`src/sv/sorted_key_table_insert_remove_top_macros.svh`:
```
// Assertion macros shared by the sorted key table modules
`ifndef SORTED_KEY_TABLE_INSERT_REMOVE_TOP_MACROS_SVH
`define SORTED_KEY_TABLE_INSERT_REMOVE_TOP_MACROS_SVH

// Same-cycle implication, checked out of reset
`define SKT_ASSERT_IMP(lbl, ante, cons) \
  lbl: assert property (@(posedge clk_i) disable iff (!rst_ni) (ante) |-> (cons)) \
    else $error("sorted key table check failed");

// Next-cycle implication, checked out of reset
`define SKT_ASSERT_NXT(lbl, ante, cons) \
  lbl: assert property (@(posedge clk_i) disable iff (!rst_ni) (ante) |=> (cons)) \
    else $error("sorted key table check failed");

`endif

```
`src/sv/skt_pkg.sv`:
```
// Types, constants and command/status structs of the sorted key table
package skt_pkg;

  localparam int TABLE_DEPTH = 256;
  localparam int KEY_BYTES   = 6;
  localparam int ADDR_W      = $clog2(TABLE_DEPTH);
  localparam int CNT_W       = ADDR_W + 1;
  localparam int KEY_W       = 48;
  localparam int ENT_W       = KEY_W + 1;
  localparam int POS_W       = 8;
  localparam int STAT_W      = 3;
  localparam int IN_DATA_W   = 56;
  localparam int OUT_DATA_W  = 24;

  // Only the leading KEY_BYTES bytes take part in a compare
  localparam logic [KEY_W-1:0] CMP_MASK = (KEY_BYTES >= 6) ? {KEY_W{1'b1}} :
      ({KEY_W{1'b1}} << (8 * (6 - KEY_BYTES)));

  typedef enum logic [STAT_W-1:0] {
    StInserted   = 3'd0,
    StPresent    = 3'd1,
    StFull       = 3'd2,
    StNotFound   = 3'd3,
    StRemLeecher = 3'd4,
    StRemSeeder  = 3'd5
  } stat_e;

  // Controller to datapath
  typedef struct packed {
    logic  load;
    logic  cmp;
    logic  sh_init;
    logic  sh_rd;
    logic  sh_wr;
    logic  put;
    logic  res_load;
    logic  cnt_inc;
    logic  cnt_dec;
    stat_e res_code;
  } cmd_t;

  // Datapath to controller
  typedef struct packed {
    logic cnt_zero;
    logic srch_done;
    logic found;
    logic full;
    logic ins_shift;
    logic rem_shift;
    logic sh_more;
    logic is_rem;
    logic flag;
  } sts_t;

endpackage

```
`src/sv/skt_ctrl.sv`:
```
// Sequencer for search, shift, store and result hand-off
`include "sorted_key_table_insert_remove_top_macros.svh"
module skt_ctrl (
  input  logic          clk_i,
  input  logic          rst_ni,
  input  logic          s_tvalid_i,
  output logic          s_tready_o,
  output logic          m_tvalid_o,
  input  logic          m_tready_i,
  output skt_pkg::cmd_t cmd_o,
  input  skt_pkg::sts_t sts_i
);
  import skt_pkg::*;

  typedef enum logic [2:0] {
    Idle, Look, Cmp, Decide, ShRd, ShWr, Put, Fin
  } state_e;

  state_e state_q, state_d;
  stat_e  res_q, res_d;
  logic   inc_q, inc_d, dec_q, dec_d;
  logic   vld_q, vld_d;
  logic   out_free;

  assign out_free   = !vld_q || m_tready_i;
  assign s_tready_o = (state_q == Idle);
  assign m_tvalid_o = vld_q;

  // Next state and commands
  always_comb begin
    state_d = state_q;
    res_d   = res_q;
    inc_d   = inc_q;
    dec_d   = dec_q;
    vld_d   = vld_q && !m_tready_i;
    cmd_o   = '0;
    cmd_o.res_code = res_q;
    case (state_q)
      Idle: begin
        if (s_tvalid_i) begin
          cmd_o.load = 1'b1;
          inc_d      = 1'b0;
          dec_d      = 1'b0;
          state_d    = sts_i.cnt_zero ? Decide : Look;
        end
      end
      Look: state_d = Cmp;
      Cmp: begin
        cmd_o.cmp = 1'b1;
        state_d   = sts_i.srch_done ? Decide : Look;
      end
      Decide: begin
        if (!sts_i.is_rem) begin
          if (sts_i.found) begin
            res_d = StPresent;  state_d = Fin;
          end else if (sts_i.full) begin
            res_d = StFull;     state_d = Fin;
          end else if (sts_i.ins_shift) begin
            cmd_o.sh_init = 1'b1; state_d = ShRd;
          end else begin
            state_d = Put;
          end
        end else if (!sts_i.found) begin
          res_d = StNotFound; state_d = Fin;
        end else begin
          res_d = sts_i.flag ? StRemSeeder : StRemLeecher;
          dec_d = 1'b1;
          cmd_o.sh_init = 1'b1;
          state_d = sts_i.rem_shift ? ShRd : Fin;
        end
      end
      ShRd: begin
        cmd_o.sh_rd = 1'b1;
        state_d     = ShWr;
      end
      ShWr: begin
        cmd_o.sh_wr = 1'b1;
        if (sts_i.sh_more) begin
          state_d = ShRd;
        end else begin
          state_d = sts_i.is_rem ? Fin : Put;
        end
      end
      Put: begin
        cmd_o.put = 1'b1;
        res_d     = StInserted;
        inc_d     = 1'b1;
        state_d   = Fin;
      end
      Fin: begin
        if (out_free) begin
          cmd_o.res_load = 1'b1;
          cmd_o.cnt_inc  = inc_q;
          cmd_o.cnt_dec  = dec_q;
          vld_d          = 1'b1;
          state_d        = Idle;
        end
      end
      default: state_d = Idle;
    endcase
  end

  // State and registered outputs
  always_ff @(posedge clk_i or negedge rst_ni) begin
    if (!rst_ni) begin
      state_q <= Idle;
      res_q   <= StNotFound;
      inc_q   <= 1'b0;
      dec_q   <= 1'b0;
      vld_q   <= 1'b0;
    end else begin
      state_q <= state_d;
      res_q   <= res_d;
      inc_q   <= inc_d;
      dec_q   <= dec_d;
      vld_q   <= vld_d;
    end
  end

  `SKT_ASSERT_NXT(a_rd_then_wr, state_q == ShRd, state_q == ShWr)
  `SKT_ASSERT_IMP(a_res_slot_free, cmd_o.res_load, out_free)
  `SKT_ASSERT_IMP(a_one_cnt_step, 1'b1, !(inc_q && dec_q))

endmodule

```
`config.mk`:
```
export PLATFORM = sky130hd
export DESIGN_NAME = skt_ctrl
export DESIGN_NICKNAME = d
export VERILOG_FILES = /design/src/sv/skt_pkg.sv /design/src/sv/skt_ctrl.sv
export VERILOG_INCLUDE_DIRS = /design/src /design/src/sv
export SDC_FILE = /design/constraint.sdc
export NUM_CORES = 1
export LEC_CHECK = 0
export BUFFER_PORTS_ARGS = -buffer_cell sky130_fd_sc_hd__buf_2
export CORE_AREA = 2 2 39 41
export CTS_BUF_LIST = sky130_fd_sc_hd__clkbuf_8
export CTS_CLUSTER_SIZE = 25
export DETAILED_ROUTE_END_ITERATION = 8
export DIE_AREA = 0 0 41 43
export GPL_ROUTABILITY_DRIVEN = 0
export PLACE_DENSITY = 0.7
export SLEW_MARGIN = 15
export SYNTH_ARGS = -nofsm -noshare
export SYNTH_HDL_FRONTEND = slang
export SYNTH_SLANG_ARGS = --single-unit
```
`constraint.sdc`:
```
create_clock -name clk_i -period 1.5 [get_ports clk_i]
set_input_delay 0.075 -clock clk_i [delete_from_list [all_inputs] [get_ports clk_i]]
set_output_delay 0.075 -clock clk_i [all_outputs]
set_load 0.05 [all_outputs]
```
Word level (Yosys, flattened, before mapping)
Cells that the tools add are included.

storage, ports and cells
  bits in registers = 9
  input port bits = 13
  output and inout port bits = 14

operators by class
  eq/ne operators = 12
  muxes and demuxes = 40
  reduce and logical (&&, ||, !) cells = 12

operators with widths
  cell                                                 number
  two-way mux 3 bit                                    9
  case mux 3 bit (8 select lines)                      1
  two-way mux 1 bit                                    19
  two-way mux 2 bit                                    8
  equality test 3 bit, second input constant           4
  != test 2 bit, second input constant                 4
  equality test 3 x 2 -> 1 bit, second input constant  2
  case mux 3 bit (2 select lines)                      1
  AND reduction 2 bit                                  3
  nonzero test 2 bit                                   3
  != test 4 bit, second input constant                 1
  case mux 1 bit (2 select lines)                      2
  AND reduction 4 bit                                  1
  equality test 3 x 1 -> 1 bit, second input constant  1
  zero test 3 bit                                      1
  zero test 1 bit                                      2
  logical AND 1 bit                                    1
  logical OR 1 bit                                     1

Longest topological paths before layout
  depth after elaboration = 5
  gate-level depth with buffers = 5

Least setup slack after synthesis
Ideal clock, no wire load.

  kind = reg-to-reg
  start point = register state_q[0]
  end point = register inc_q
  library setup time = 0.154 ns
  arrival time = 2.417 ns
  data required time = 1.346 ns
  setup slack = -1.071 ns
  stages on the path, launching flop included = 5
  period minus slack after synthesis = 2.571 ns
  path through = dfrtp_1 buf_6 nor3_1 and2_1 o22ai_1

on the way
  longest elaborated chain between the ends = 3
  elaborated cells between the ends (all ways) = 6
  classes of those cells = eq/ne: 2; mux: 1; reduce/logical: 3

ends and longest elaborated chain
  what                                                           line             text
  start, declared                                                skt_ctrl.sv:19   state_e state_q, state_d;
  start signal, assigned                                         skt_ctrl.sv:106  state_q <= Idle;
  start signal, assigned                                         skt_ctrl.sv:112  state_q <= state_d;
  zero test 3 bit *                                              --
  named net s_tready_o                                           skt_ctrl.sv:7    output logic s_tready_o,
  != test 2 bit (no line) or nonzero test 2 bit (tied branches)  --
  AND reduction 2 bit (no line)                                  --
  end signal, assigned                                           skt_ctrl.sv:114  inc_q <= inc_d;
  end, declared                                                  skt_ctrl.sv:21   logic inc_q, inc_d, dec_q, dec_d;

Mark *: on every way through the listed nets, which the timed path passes. The rest lies on a longest branch.
A chain may end at the register's enable or synchronous reset.

==> run_results.csv <==
group,metric,value,unit
run_status,run_status,"completed",
worst_setup_path,slowest_delay,0.39,ns
die,die-area,1763,µm²
route,drt_iter0_drc,7,
synth,synth-seq-cells,9,
worst_setup_path,r2r_setup_slack,0.20,ns
global_route,grt_max_degree,10,
worst_hold_path,hold_class,"input pin to flip-flop",
placed_design,dpl_cell_area,708.2,µm²
power,sequentialPowerShare,0.245,
route,totalWireLength,1372,µm
synth,synth_top_area_share,0.3431,
worst_setup_path,start_kind,"flip-flop",
worst_setup_path,worstReg2RegEnd,"res_q[2]",
power,leakage,0.4094,nW
finish,final_layout_size_suffix_gt1_frac,0.5000,
timing,rsz0062_at_grt,"no",
synth,syn_avg_cell_area,8.369,µm²
power,p_sw_frac,0.5238,
power,power,1.994,mW
run,max-cap-violations,0,
worst_hold_path,hold-path-cell-count,2,
power,p_int,949.7,µW
die,core,1384,µm²
finish,area_delta_synth_final,55.64,%
global_route,grt_pass1_wl,1932,µm
power,p_per_area,2510,nW/µm²
route,drc,0,
placed_design,dp.cells,104,
cts,cts_tree,"built",
worst_setup_path,timing.rr.start,"state_q[2]",
timing,slew_headroom,0.7907,
timing,max_freq,682.3,MHz
global_route,gr-total-overflow,0,
cts,cts_buffers,3,
worst_hold_path,holdPathEnd,"res_q[1]",
worst_setup_path,reg2reg_depth,4,
die,rows,14,
finish,fin_area,794.5,µm²
synth,ys_types,24,
route,first_pass_iters,4,
synth,synth-seq-area-share,0.4461,
die,die_y,43,µm
global_route,antenna_found_initial,0,
cts,clock_latency,0.23,ns
worst_setup_path,crit_chain,"buf_4, nand3_2, nor2_4, and2_4, buf_2",
timing,worst_slack,0.03435,ns
worst_hold_path,hp-start,"sts_i[6]",
placed_design,dp_slack,0.09134,ns
synth,synth_cells,61,
die,start_util,0.3689,
worst_setup_path,crit_path_end_kind,"output pin",
route,antenna_left,0,
route,routed_via_density,5.064,
synth,syn-num-nets,74,
finish,fin_nets,108,
cts,htreeDepth,1,
power,p_clk_frac,0.135,
finish,diodes,0,
worst_setup_path,slowest_stage,"dfrtp_1",
synth,netlist_area,510.5,µm²
timing,setup_viol,0,
cts,clock-sinks,9,
timing,finClkSkew,0.0006456,ns
global_route,grt_pass1_vias,485,
synth,synth_top_area_cell,"dfrtp_1",
die,chipWidth,41,µm
synth,synth_warnings,0,
worst_setup_path,cp_max_fo,4,
power,peakVddDrop,1.164,mV
timing,tightestPinTransition,0.3116,ns
cts,cts-root-buf,"clkbuf_8",
timing,fin_crit_sh,0.9771,
cts,clk_path_buf_depth,2,
placed_design,port_buffers,26,
power,power.switching,1.045,mW
worst_setup_path,critPathKind,"flip-flop to output pin",
route,post_drt_wl_per_cell,12.47,µm
worst_setup_path,cp.required,1.42,ns
timing,finalHoldViolCount,0,
worst_setup_path,arrival,1.39,ns
power,power_frac_comb,0.620,
cts,clk_pin_slew,0.04,ns
route,num_vias,557,
timing,period_minus_slack,1.466,ns
timing,drv_slew,0,
timing,setup_tns,0,ns
die,ios,27,
placed_design,place_hpwl,1038,µm
synth,synth_area_leaders,"dfrtp_1, dfstp_2, nor2_1, and2_1, o21ai_0",
global_route,grt_usage,0.1638,
finish,final_cells,110,
==> Yosys cell counts (all sizes together) <==
cell,count
nor2,12
dfrtp,7
inv,5
o21ai,5
and2,4
nor3,4
nand2,3
a21o,2
a21oi,2
a31oi,2
buf,2
dfstp,2
a21boi,1
a22oi,1
a32oi,1
and2b,1
mux2i,1
nand2b,1
nand3,1
nand3b,1
nor3b,1
o22ai,1
or3,1
==> final cells by class <==
type,instances,area [µm²]
inverters,5,18.77
well taps,16,20.02
flip-flops and latches,9,230.2
clock buffers,3,41.29
clock inverters,1,3.754
fillers,139,589.3
repair buffers,31,183.9
multi-input cells,45,296.5
==> worst max path at each step <==
| stage | start | end | slack (ns) | depth (start not counted) |
|---|---|---|---|---|
| global placement | state_q[0] | cmd_o[11] | 0.16 | 4 |
| global route | state_q[2] | cmd_o[3] | 0.008 | 5 |
| CTS | state_q[0] | cmd_o[11] | 0.008 | 4 |
| floorplan | state_q[0] | inc_q | -0.11 | 4 |
| finish | state_q[2] | cmd_o[3] | 0.03 | 5 |
| detailed placement | state_q[1] | state_q[0] | 0.09 | 3 |
==> worst max-delay path: cells and delay by family (launching register included) <==
| family | cells | cell delay [ns] |
|---|---|---|
| buffers and inverters | 2 | 0.38 |
| DFF | 1 | 0.39 |
| and+or+nand+nor | 3 | 0.39 |
==> through the flow <==
stage | utilization | hold slack, ns
floorplan | - | -0.2206
global placement | 0.5118 | -0.06118
finish | 0.5741 | 0.05936
detailed placement | 0.5118 | -0.05960
CTS | 0.5615 | 0.04548
global route | 0.5741 | 0.06740
==> logic make-up (layout without fill, tap and decap cells) <==
| family | count (synthesis) | in the layout | share of synthesized area |
|---|---|---|---|
| buf+inv | 7 | 40 | 0.07354 |
| mux | 1 | 1 | 0.01961 |
| flops | 9 | 9 | 0.4461 |
| compound gates | 15 | 15 | 0.1814 |
| simple gates | 29 | 29 | 0.2794 |
==> cell usage in the layout, fill, tap and decap left out, types with 2 or more instances in the layout <==
master    netlist  routed
a31oi_1         2       2
nor3_4          0       2
buf_4           1       3
inv_1           5       6
nor3_1          4       2
a21o_1          2       2
dfstp_2         2       2
dfrtp_1         7       5
buf_2           0      25
o21ai_0         5       5
dfrtp_2         0       2
nor2_1         12      10
and2_4          0       2
clkbuf_8        0       3
and2_1          4       2
nand2_1         3       3
==> sequential cells by signal, indices dropped and copies added, names as in the netlist <==
signal,cells
dec_q,1
inc_q,1
m_tvalid_o,1
res_q,3
state_q,3
==> metal layers <==
layer	vias to the layer above	wire [µm]	GRT usage
met5	-	0	0
li1	274	-	-
met4	0	12	0.08000
met2	14	690	0.2563
met1	267	599	0.1946
met3	2	69	0.04712
==> what timing repair did <==
| item | 4_1_cts | 5_1_grt |
|---|---|---|
| endpoints found under the setup margin | 4 | 3 |
| gates resized for setup | 5 | 3 |
| pin swaps | 0 | 2 |
| buffers inserted | 0 | 1 |
| hold buffers | 1 | 0 |
| hold endpoints to repair | 9 | 0 |
==> power by group through the flow <==
stage                     clock network, mW  logic (mW)  registers, mW
after floorplan                           0       0.791          0.623
after global placement                    0        1.18          0.469
after detailed placement                  0        1.19          0.477
after CTS                             0.283        1.20          0.488
after global routing                  0.291        1.33          0.499
final                                 0.269        1.24          0.488
No activity file was read; power rests on OpenSTA's default activity.
